File: src/rtl/esds_pkg.sv
// Shared types and constants for the ESDS decoder-specific-info extractor.
// No dependencies; imported by esds_parse and esds_specific_info_extractor.
package esds_pkg;

    // Longest length field of a descriptor header, in bytes
    localparam int ESDS_MAX_LEN_BYTES = 4;

    // Parser phases
    localparam logic [3:0] PH_TAG1  = 4'd0;
    localparam logic [3:0] PH_LEN1  = 4'd1;
    localparam logic [3:0] PH_SKIP1 = 4'd2;
    localparam logic [3:0] PH_TAG2  = 4'd3;
    localparam logic [3:0] PH_LEN2  = 4'd4;
    localparam logic [3:0] PH_SKIP2 = 4'd5;
    localparam logic [3:0] PH_TAG3  = 4'd6;
    localparam logic [3:0] PH_LEN3  = 4'd7;
    localparam logic [3:0] PH_PAY   = 4'd8;

    // Descriptor tags
    localparam logic [7:0] TAG_ES_DESC   = 8'h03;
    localparam logic [7:0] TAG_DEC_CFG   = 8'h04;
    localparam logic [7:0] TAG_DEC_SPEC  = 8'h05;

    // Bytes skipped after the headers
    localparam logic [3:0] SKIP_ES_FULL  = 4'd3;
    localparam logic [3:0] SKIP_ES_SHORT = 4'd2;
    localparam logic [3:0] SKIP_DEC_CFG  = 4'd13;

    // One parser result, plus a flag that says whether a transaction is produced
    typedef struct packed {
        logic       emit;
        logic       has_byte;
        logic [7:0] payload_byte;
        logic       done_res;
        logic       status;
    } t_result;

endpackage

File: src/rtl/esds_parse.sv
// Descriptor parser state and its one-step update logic.
// Depends on esds_pkg (phase codes, tags, t_result).
module esds_parse #(
    parameter int MAX_LENGTH_BYTES = esds_pkg::ESDS_MAX_LEN_BYTES
) (
    input  logic              i_clk,
    input  logic              i_rst_n,
    input  logic              i_step,     // process i_byte/i_last this cycle
    input  logic [7:0]        i_byte,
    input  logic              i_last,
    output esds_pkg::t_result o_res
);
    import esds_pkg::*;

    localparam int LEN_W  = 7 * MAX_LENGTH_BYTES;
    localparam int SEEN_W = $clog2(MAX_LENGTH_BYTES + 1);

    logic [3:0]        r_phase,    n_phase;
    logic              r_tag_es,   n_tag_es;     // first tag was 0x03
    logic [LEN_W-1:0]  r_len_acc,  n_len_acc;
    logic [SEEN_W-1:0] r_seen,     n_seen;
    logic [3:0]        r_skip,     n_skip;
    logic [LEN_W-1:0]  r_pay_left, n_pay_left;
    logic              r_finished, n_finished;

    logic [LEN_W+6:0]  acc_wide;
    logic [LEN_W-1:0]  acc_next;
    logic [SEEN_W-1:0] seen_inc;
    logic              len_done;
    logic              has, done, err;

    assign acc_wide = {r_len_acc, i_byte[6:0]};
    assign acc_next = acc_wide[LEN_W-1:0];
    assign seen_inc = r_seen + SEEN_W'(1);
    // Header ends on a clear continuation bit or at the byte limit
    assign len_done = !i_byte[7] || (seen_inc == SEEN_W'(MAX_LENGTH_BYTES));

    always_comb begin
        n_phase    = r_phase;
        n_tag_es   = r_tag_es;
        n_len_acc  = r_len_acc;
        n_seen     = r_seen;
        n_skip     = r_skip;
        n_pay_left = r_pay_left;
        n_finished = r_finished;
        has        = 1'b0;
        done       = 1'b0;
        err        = 1'b0;

        if (!r_finished) begin
            unique case (r_phase)
                PH_TAG1: begin
                    n_tag_es  = (i_byte == TAG_ES_DESC);
                    n_len_acc = '0;
                    n_seen    = '0;
                    n_phase   = PH_LEN1;
                end
                PH_LEN1: begin
                    n_len_acc = acc_next;
                    n_seen    = seen_inc;
                    if (len_done) begin
                        n_skip  = r_tag_es ? SKIP_ES_FULL : SKIP_ES_SHORT;
                        n_phase = PH_SKIP1;
                    end
                end
                PH_SKIP1: begin
                    n_skip = r_skip - 4'd1;
                    if (r_skip == 4'd1) begin
                        n_phase = PH_TAG2;
                    end
                end
                PH_TAG2: begin
                    if (i_byte != TAG_DEC_CFG) begin
                        done = 1'b1;
                        err  = 1'b1;
                    end else begin
                        n_len_acc = '0;
                        n_seen    = '0;
                        n_phase   = PH_LEN2;
                    end
                end
                PH_LEN2: begin
                    n_len_acc = acc_next;
                    n_seen    = seen_inc;
                    if (len_done) begin
                        n_skip  = SKIP_DEC_CFG;
                        n_phase = PH_SKIP2;
                    end
                end
                PH_SKIP2: begin
                    n_skip = r_skip - 4'd1;
                    if (r_skip == 4'd1) begin
                        n_phase = PH_TAG3;
                    end
                end
                PH_TAG3: begin
                    if (i_byte != TAG_DEC_SPEC) begin
                        done = 1'b1;
                        err  = 1'b1;
                    end else begin
                        n_len_acc = '0;
                        n_seen    = '0;
                        n_phase   = PH_LEN3;
                    end
                end
                PH_LEN3: begin
                    n_len_acc = acc_next;
                    n_seen    = seen_inc;
                    if (len_done) begin
                        n_pay_left = acc_next;
                        if (acc_next == '0) begin
                            done = 1'b1;   // empty payload
                        end else begin
                            n_phase = PH_PAY;
                        end
                    end
                end
                PH_PAY: begin
                    has        = 1'b1;
                    n_pay_left = r_pay_left - LEN_W'(1);
                    if (r_pay_left == LEN_W'(1)) begin
                        done = 1'b1;
                    end
                end
                default: begin
                    done = 1'b1;
                    err  = 1'b1;
                end
            endcase

            // Blob ended before the run completed
            if (!done && i_last) begin
                done = 1'b1;
                err  = 1'b1;
            end
            if (done) begin
                n_finished = 1'b1;
            end
        end

        // Last byte of a blob rearms the parser
        if (i_last) begin
            n_phase    = PH_TAG1;
            n_tag_es   = 1'b0;
            n_len_acc  = '0;
            n_seen     = '0;
            n_skip     = '0;
            n_pay_left = '0;
            n_finished = 1'b0;
        end
    end

    always_comb begin
        o_res.emit         = has || done;
        o_res.has_byte     = has;
        o_res.payload_byte = has ? i_byte : 8'd0;
        o_res.done_res     = done;
        o_res.status       = done && err;
    end

    always_ff @(posedge i_clk) begin
        if (!i_rst_n) begin
            r_phase    <= PH_TAG1;
            r_tag_es   <= 1'b0;
            r_len_acc  <= '0;
            r_seen     <= '0;
            r_skip     <= '0;
            r_pay_left <= '0;
            r_finished <= 1'b0;
        end else if (i_step) begin
            r_phase    <= n_phase;
            r_tag_es   <= n_tag_es;
            r_len_acc  <= n_len_acc;
            r_seen     <= n_seen;
            r_skip     <= n_skip;
            r_pay_left <= n_pay_left;
            r_finished <= n_finished;
        end
    end

endmodule

File: src/rtl/esds_specific_info_extractor.sv
// Top level: input register, descriptor parser and output register.
// Depends on esds_pkg and esds_parse.
//
//  channel   | dir | tdata               | tuser                       | tlast
//  ----------+-----+---------------------+-----------------------------+---------
//  s (bytes) | in  | [7:0] in_byte       | -                           | in_last
//  m (result)| out | [7:0] payload_byte  | [0] has_byte, [1] status    | done_res
//
// One byte per cycle sustained while the master side accepts. A byte is registered on
// acceptance and parsed from the input register once the output register is free;
// its result (if any) is loaded into the output register at the end of that cycle.
// Most bytes (headers, skipped bytes, bytes after the status) produce no transaction.
// Reset is synchronous, active low, and returns the parser to waiting for the first tag.
// A stalled master side holds the output register; the pipeline then advances only when
// that register is empty or being taken.
module esds_specific_info_extractor #(
    parameter int MAX_LENGTH_BYTES = esds_pkg::ESDS_MAX_LEN_BYTES
) (
    input  logic       i_clk,
    input  logic       i_rst_n,
    // byte stream in
    input  logic       i_s_tvalid,
    output logic       o_s_tready,
    input  logic [7:0] i_s_tdata,   // [7:0] in_byte
    input  logic       i_s_tlast,   // in_last
    // result stream out
    output logic       o_m_tvalid,
    input  logic       i_m_tready,
    output logic [7:0] o_m_tdata,   // [7:0] payload_byte
    output logic [1:0] o_m_tuser,   // [0] has_byte, [1] status
    output logic       o_m_tlast    // done_res
);
    import esds_pkg::*;

    // Input register
    logic       r_in_valid;
    logic [7:0] r_in_byte;
    logic       r_in_last;

    // Output register
    logic       r_out_valid;
    logic [7:0] r_out_byte;
    logic       r_out_has;
    logic       r_out_done;
    logic       r_out_status;

    logic       pipe_en;     // output register free for a new result
    logic       step;        // parser consumes the registered byte
    t_result    res;

    assign pipe_en    = !r_out_valid || i_m_tready;
    assign step       = r_in_valid && pipe_en;
    assign o_s_tready = pipe_en || !r_in_valid;

    always_ff @(posedge i_clk) begin
        if (!i_rst_n) begin
            r_in_valid <= 1'b0;
        end else if (o_s_tready) begin
            r_in_valid <= i_s_tvalid;
        end
    end

    always_ff @(posedge i_clk) begin
        if (o_s_tready && i_s_tvalid) begin
            r_in_byte <= i_s_tdata;
            r_in_last <= i_s_tlast;
        end
    end

    esds_parse #(
        .MAX_LENGTH_BYTES(MAX_LENGTH_BYTES)
    ) u_parse (
        .i_clk   (i_clk),
        .i_rst_n (i_rst_n),
        .i_step  (step),
        .i_byte  (r_in_byte),
        .i_last  (r_in_last),
        .o_res   (res)
    );

    always_ff @(posedge i_clk) begin
        if (!i_rst_n) begin
            r_out_valid <= 1'b0;
        end else if (pipe_en) begin
            r_out_valid <= step && res.emit;
        end
    end

    always_ff @(posedge i_clk) begin
        if (step && res.emit) begin
            r_out_byte   <= res.payload_byte;
            r_out_has    <= res.has_byte;
            r_out_done   <= res.done_res;
            r_out_status <= res.status;
        end
    end

    assign o_m_tvalid = r_out_valid;
    assign o_m_tdata  = r_out_byte;
    assign o_m_tuser  = {r_out_status, r_out_has};
    assign o_m_tlast  = r_out_done;

    // An error status always closes the run
    a_status_ends_run: assert property (@(posedge i_clk) disable iff (!i_rst_n)
        o_m_tvalid && o_m_tuser[1] |-> o_m_tlast)
        else $error("error status without done_res");

    // Every transaction carries a payload byte or ends the run
    a_no_empty_result: assert property (@(posedge i_clk) disable iff (!i_rst_n)
        o_m_tvalid |-> (o_m_tuser[0] || o_m_tlast))
        else $error("result with neither byte nor done");

    // A registered byte is never dropped while the output side stalls
    a_in_held: assert property (@(posedge i_clk) disable iff (!i_rst_n)
        r_in_valid && !pipe_en |=> r_in_valid)
        else $error("input register lost a byte under stall");

    // No payload value without has_byte
    a_clean_payload: assert property (@(posedge i_clk) disable iff (!i_rst_n)
        o_m_tvalid && !o_m_tuser[0] |-> (o_m_tdata == 8'd0))
        else $error("payload byte set without has_byte");

endmodule
File: config.mk
export PLATFORM = sky130hd
export DESIGN_NAME = esds_specific_info_extractor
export DESIGN_NICKNAME = d
export VERILOG_FILES = /design/src/rtl/esds_pkg.sv /design/src/rtl/esds_parse.sv /design/src/rtl/esds_specific_info_extractor.sv
export SDC_FILE = /design/constraint.sdc
export NUM_CORES = 1
export LEC_CHECK = 0
export BUFFER_PORTS_ARGS = -buffer_cell sky130_fd_sc_hd__buf_4
export CORE_MARGIN = 4
export CORE_UTILIZATION = 55
export DETAILED_ROUTE_END_ITERATION = 10
export MAX_ROUTING_LAYER = met4
export PLACE_DENSITY = 0.82
export SLEW_MARGIN = 0
export SYNTH_ARGS = -nofsm -noshare
export SYNTH_HDL_FRONTEND = slang
export SYNTH_SLANG_ARGS = --single-unit
File: constraint.sdc
create_clock -name i_clk -period 3.7 [get_ports i_clk]
set_input_delay 0.925 -clock i_clk [delete_from_list [all_inputs] [get_ports i_clk]]
set_output_delay 0.925 -clock i_clk [all_outputs]
set_load 0.05 [all_outputs]
# [Yosys cells after proc, flatten, opt, wreduce, memory -nomap -nowiden]
# Index checks and enable logic that the tools add are counted.
[totals] ff_bits=84 inputBits=13 out_inout_bits=13 elab_cells=122
[op_classes] add_sub_neg=3 n_eq_ne=23 muxes=52 reduce_logical=29
[ops] cell="$mux 21" count=4
[ops] cell="$mux 28" count=3
[ops] cell="$pmux 21 s4" count=1
[ops] cell="$mux 4" count=14
[ops] cell="$pmux 28 s2" count=1
[ops] cell="$pmux 4 s8" count=1
[ops] cell="$eq 28x1->1 const B" count=1
[ops] cell="$logic_not 28->1" count=1
[ops] cell="$sub 28x1->28 const B" count=1
[ops] cell="$mux 1" count=20
[ops] cell="$eq 4x3->1 const B" count=4
[ops] cell="$ne 8x3->1 const B" count=2
[ops] cell="$ne 3x2->1 const B" count=5
[ops] cell="$mux 3" count=4
[ops] cell="$pmux 3 s4" count=1
[ops] cell="$pmux 4 s3" count=1
[ops] cell="$reduce_and 11->1" count=1
[ops] cell="$reduce_and 5->1" count=2
[ops] cell="$ne 3x3->1 const B" count=3
[ops] cell="$reduce_bool 9->1" count=1
[ops] cell="$eq 4x1->1 const B" count=2
[ops] cell="$eq 4x2->1 const B" count=2
[ops] cell="$eq 8x2->1 const B" count=1
[ops] cell="$reduce_or 7->1" count=1
[ops] cell="other kinds (20)" count=30

# [Depth between registers and ports, before layout]
[depth] word_depth=13 mapped_depth=8 ltp_nobuf=7

# [Hierarchy]
# From an unflattened synthesis, not the netlist that was laid out.
[unflattened] hier_cells=531 area_unflattened_um2=4480.5
[modules_own_cells] mod="esds_parse" instances=1 cells_each=496 area_each_um2=3752.3 seq_area_each_um2=1241.2
[modules_own_cells] mod="esds_specific_info_extractor" instances=1 cells_each=35 area_each_um2=728.2 seq_area_each_um2=640.6

# [Worst setup path after synthesis]
# Ideal clock, no wire load.
[synth_timing] path_type="register to register" startpoint="register u_parse.r_pay_left[8]" endpoint="register r_out_byte[0] (netlist: o_m_tdata[0]), enable pin" t_arrival_ns=2.623 path_slack_ns=0.680 stages_incl_launch_ff=6 path_buffers=0 synth_period_minus_slack_ns=3.020 cell_sequence="dfxtp_1 -> or3_4 -> or4b_4 -> nor3_4 -> a32oi_1 -> a211oi_1"
[synth_between] elab_chain_len=11
[synth_lines] element="from (decl)" line="esds_parse.sv:23" rtl="logic [LEN_W-1:0] r_pay_left, n_pay_left;"
[synth_lines] element="from (signal assigned)" line="esds_parse.sv:176" rtl="r_pay_left <= n_pay_left;"
[synth_lines] element="$eq 28x1->1 *" line="esds_parse.sv:121" rtl="if (r_pay_left == LEN_W'(1)) begin"
[synth_lines] element="$mux 1 *" line="esds_parse.sv:121"
[synth_lines] element="$pmux 1 s5 *" line="esds_parse.sv:51" rtl="unique case (r_phase)"
[synth_lines] element="$mux 1 *" line="esds_parse.sv:50" rtl="if (!r_finished) begin"
[synth_lines] element="$logic_not 1->1" line="esds_parse.sv:132" rtl="if (!done && i_last) begin"
[synth_lines] element="$logic_and 1x1->1" line="esds_parse.sv:132"
[synth_lines] element="$mux 1 *" line="esds_parse.sv:132"
[synth_lines] element="$mux 1 * (2 in series)" line="esds_parse.sv:50"
[synth_lines] element="$logic_or 1x1->1 *" line="esds_parse.sv:154" rtl="o_res.emit = has || done;"
[synth_lines] element="$logic_and 1x1->1 *" line="esds_specific_info_extractor.sv:90" rtl="if (step && res.emit) begin"
[synth_lines] element="to (signal assigned)" line="esds_specific_info_extractor.sv:91" rtl="r_out_byte <= res.payload_byte;"
[synth_lines] element="to (decl)" line="esds_specific_info_extractor.sv:42" rtl="logic [7:0] r_out_byte;"
# Mark *: on every way between the ends. The rest lies on a longest branch, timed or not. The select of a mux whose other input is x is not followed.
# A chain may end at the register's enable or synchronous reset.

# [Worst setup path in the final report]
[layout_timing] startpoint="register u_parse.r_phase[3]" endpoint="register u_parse.r_pay_left[7]"
[layout_between] elab_chain_len=4 word_cells_on_any_way=8 classes_between="eq/ne (3); mux (3); reduce/logical (2)"
[layout_lines] element="from (decl)" line="esds_parse.sv:18" rtl="logic [3:0] r_phase, n_phase;"
[layout_lines] element="from (signal assigned)" line="esds_parse.sv:171" rtl="r_phase <= n_phase;"
[layout_lines] element="$eq 4x4->1 / $eq 4x3->1 (equally long branches)" line="esds_parse.sv:51"
[layout_lines] element="$pmux 28 s2" line="esds_parse.sv:51"
[layout_lines] element="$mux 28" line="esds_parse.sv:50"
[layout_lines] element="$mux 28" line="esds_parse.sv:142" rtl="if (i_last) begin"
# Several ways; a longest one is shown, not always the timed one. The select of a mux whose other input is x is not followed.

==> run summary <==
status: finished, final reports clean
global route overflow: 0
R2R cell count: 7
Final nets: 559
Post-Layout Inst Area: 5060 µm²
drt drc: 0
Post-DP Area: 4860 µm²
Tightest Hold Check Type: reg -> reg
Slew @ Worst Pin: 732 ps
Critical Path Start: u_parse.r_phase[3]$_SDFFE_PN0P_
ys async rst share: 0
Leak Pwr: 1.84 nW
Synth warnings: 0
Routed WL: 12200 µm
initial antenna violation count: 0
Via Count: 4289
Pins Over Slew Limit: 0
top achievable clock speed: 363 MHz
highest metal layer with signal wires: met4
# port buffers: 25
XOR/XNOR Fraction of Synth Area: 0.0132
total CTS buffers: 9
Syn Area/Cell: 8.76 µm²
First DRT Iteration DRCs: 388
hold-fix buffers at CTS: 0
worst reg2reg startpoint: u_parse.r_phase[3]$_SDFFE_PN0P_
first-pass GRT wire length: 20200 µm
post-synthesis mux area share: 0.0537
synthesis-to-finish area growth: 8.54%
Final ANT Viol Nets: 0
Global Route Usage Sum: 0.258
Slew headroom: 0.511
num rows: 33
Hold Startpoint: u_parse.r_pay_left[19]$_SDFFE_PN0P_
Max Cap Violations: 0
RSZ-0062 raised after global routing: false
die area: 10000 µm²
Multi-input gate area: 2550 µm²
startpoint class of the critical path: flop
Clock Skews: 6.54 ps
worst hold margin: 476 ps
Top FF cell, synth: dfxtp_1
Yosys reg bits: 84
post-DR wirelength/cell: 18.8 µm
post-synthesis compound-gate area fraction: 0.190
Worst EP arrival: 3030 ps
post-route setup TNS: 0 ps
fin crit period: 2750 ps
sequential area share after synthesis: 0.404
Met2 Wirelength: 5890 µm
critical path type: reg -> reg
Max Buffers Root-to-Sink: 2
Logic pwr share: 0.098
part of the power in the clock network: 0.367
I/O pin count: 26
Sequential Power Share: 0.535
# resized after CTS: 0
final worst path period share: 0.744
placed cell count: 634
die span in x: 100 µm
clk_lat worst skew: 360 ps
pwr/cell area: 360 nW/µm²
Die Span Y: 100 µm
DRT Pass-1 Iters: 5
Post-CTS Setup Bufs: 0
sw frac: 0.279
final cell count without fillers: 650
number of global-route vias before repair: 4040
CTS clock-pin slew for the worst setup and hold paths: 90 ps
Post-synth EDFFs: 20
routability cong.: 0.970
WP data required: 3980 ps
Sw Pwr: 0.000508 W
combinational family with the most area after synthesis: simple AND/OR/NAND/NOR gates
adder and majority gate portion of the synthesized area: 0.0161
Syn Inst Count: 532
Internal Power: 0.00131 W
Layout fillers: 723
wl on met1: 5240 µm
VDD IR-drop max: 0.000340 V
Yosys cell types: 73
CORE AREA: 8220 µm²
Fin. Hold Viols: 0
HPWL after DPL: 8460 µm
Syn Std Cell Area: 4660 µm²
worst setup margin: 946 ps
H-tree depth: 3
diodes inserted: 0
met3 wire length: 856 µm
CTS tree: built
Synth Area in Simple Gates: 0.274
Final setup viols: 0
layout cells sized above 1: 0.141
post-synth net total: 551
root buffer cell: clkbuf_8
FF+latch area: 1880 µm²
Place WS: 854 ps
crit end category: flop
CTS Sinks: 84
Max FO, Critical Path: 42
hold depth: 2
largest net degree at the start of global routing: 51
Avg Vias per Cell: 6.60
initial core utilization: 0.567
critical path, stage by stage (launching register included):
cell and delay (ps):
dfxtp_1 650, or4b_1 560, buf_4 300, nand2_1 200, nand4_1 460, nor3_1 310, o21ai_0 100, o21ai_0 90
registers in the layout, summed over array words and instances, names as in the netlist:
| register | flops |
|---|---|
| r_in_valid | 1 |
| r_in_byte | 8 |
| r_in_last | 1 |
| o_m_tvalid | 1 |
| o_m_tdata | 8 |
| r_out_has | 1 |
| u_parse.r_skip | 4 |
| u_parse.r_finished | 1 |
| r_out_status | 1 |
| u_parse.r_phase | 4 |
| u_parse.r_pay_left | 28 |
| u_parse.r_len_acc | 21 |
| o_m_tlast | 1 |
| u_parse.r_seen | 3 |
| u_parse.r_tag_es | 1 |
area by class of cell:
| cell class | count | share of cell area |
|---|---|---|
| multi-input cells | 402 | 0.504 |
| flip-flops and latches | 84 | 0.372 |
| repair buffers | 35 | 0.0520 |
| clock buffers | 10 | 0.0294 |
| well taps | 105 | 0.0260 |
| clock inverters | 6 | 0.0101 |
| inverters | 8 | 0.00594 |
path summary, 6_finish.rpt:
path / end / slack, ps
setup / recovery: u_parse.r_pay_left[7]$_SDFFE_PN0P_ / 950
setup reg to reg: u_parse.r_pay_left[7]$_SDFFE_PN0P_ / 950
hold reg to reg: u_parse.r_pay_left[19]$_SDFFE_PN0P_ / 480
hold / removal: u_parse.r_pay_left[19]$_SDFFE_PN0P_ / 480
power groups by stage:
stage               clock network [W]  registers [W]  logic [W]
global placement                    0       0.000995   0.000170
global route                 0.000716       0.000977   0.000195
floorplan                           0       0.000993   0.000129
detailed placement                  0       0.000995   0.000174
CTS                          0.000674       0.000974   0.000176
finish                       0.000669       0.000974   0.000179
layer usage:
| metal | vias up | GRT usage |
|---|---|---|
| met5 | - | - |
| met4 | 0 | 0.0860 |
| met1 | 2076 | 0.332 |
| li1 | 1982 | - |
| met2 | 197 | 0.407 |
| met3 | 34 | 0.0570 |
layout by cell type, fill, tap and decap left out, types with 3 or more instances in the layout:
| master | instances |
|---|---|
| a21oi_1 | 32 |
| a22oi_1 | 9 |
| a311oi_1 | 3 |
| a31o_2 | 4 |
| a31oi_1 | 10 |
| and2_1 | 14 |
| and3_1 | 6 |
| buf_4 | 35 |
| clkbuf_8 | 9 |
| dfxtp_1 | 64 |
| edfxtp_1 | 20 |
| ha_1 | 6 |
| inv_1 | 8 |
| inv_6 | 3 |
| mux2i_1 | 25 |
| nand2_1 | 49 |
| nand2b_1 | 6 |
| nand3_1 | 42 |
| nand4_1 | 4 |
| nand4b_1 | 4 |
| nor2_1 | 37 |
| nor2b_1 | 8 |
| nor3_1 | 14 |
| nor3b_1 | 3 |
| nor4_1 | 14 |
| o211ai_1 | 4 |
| o21a_1 | 5 |
| o21ai_0 | 34 |
| o21ai_1 | 3 |
| o31ai_1 | 5 |
| or2_2 | 5 |
| or3_1 | 3 |
| xor2_1 | 7 |
stage by stage:
step / total power, W / utilization
floorplan: 0.00112 / -
global placement: 0.00116 / 0.591
detailed placement: 0.00117 / 0.591
CTS: 0.00182 / 0.616
global route: 0.00189 / 0.616
finish: 0.00182 / 0.616
kinds of logic after synthesis:
family                   after synthesis
adder cells (fa/ha/maj)                6
flip-flops                            84
buffers and inverters                 46
AND/OR/NAND/NOR                      230
AO/OA/AOI/OAI                        134
XOR/XNOR                               7
multiplexers                          25
cell usage after synthesis (6+ instances only):
cell,n,area (µm²)
a22oi_1,9,67.6
a31oi_1,10,62.6
and2_1,14,87.6
nor4_1,14,87.6
mux2i_1,25,250
o21ai_0,34,170
a21oi_1,32,160
and3_1,6,37.5
nor2_1,37,139
edfxtp_1,20,601
nor2b_1,8,50.1
nand2_1,49,184
clkbuf_1,26,97.6
inv_1,8,30.0
xor2_1,7,61.3
nand2b_1,6,37.5
dfxtp_1,64,1280
ha_1,6,75.1
nand3_1,42,210
nor3_1,14,70.1
No activity file was read; power rests on OpenSTA's default activity.
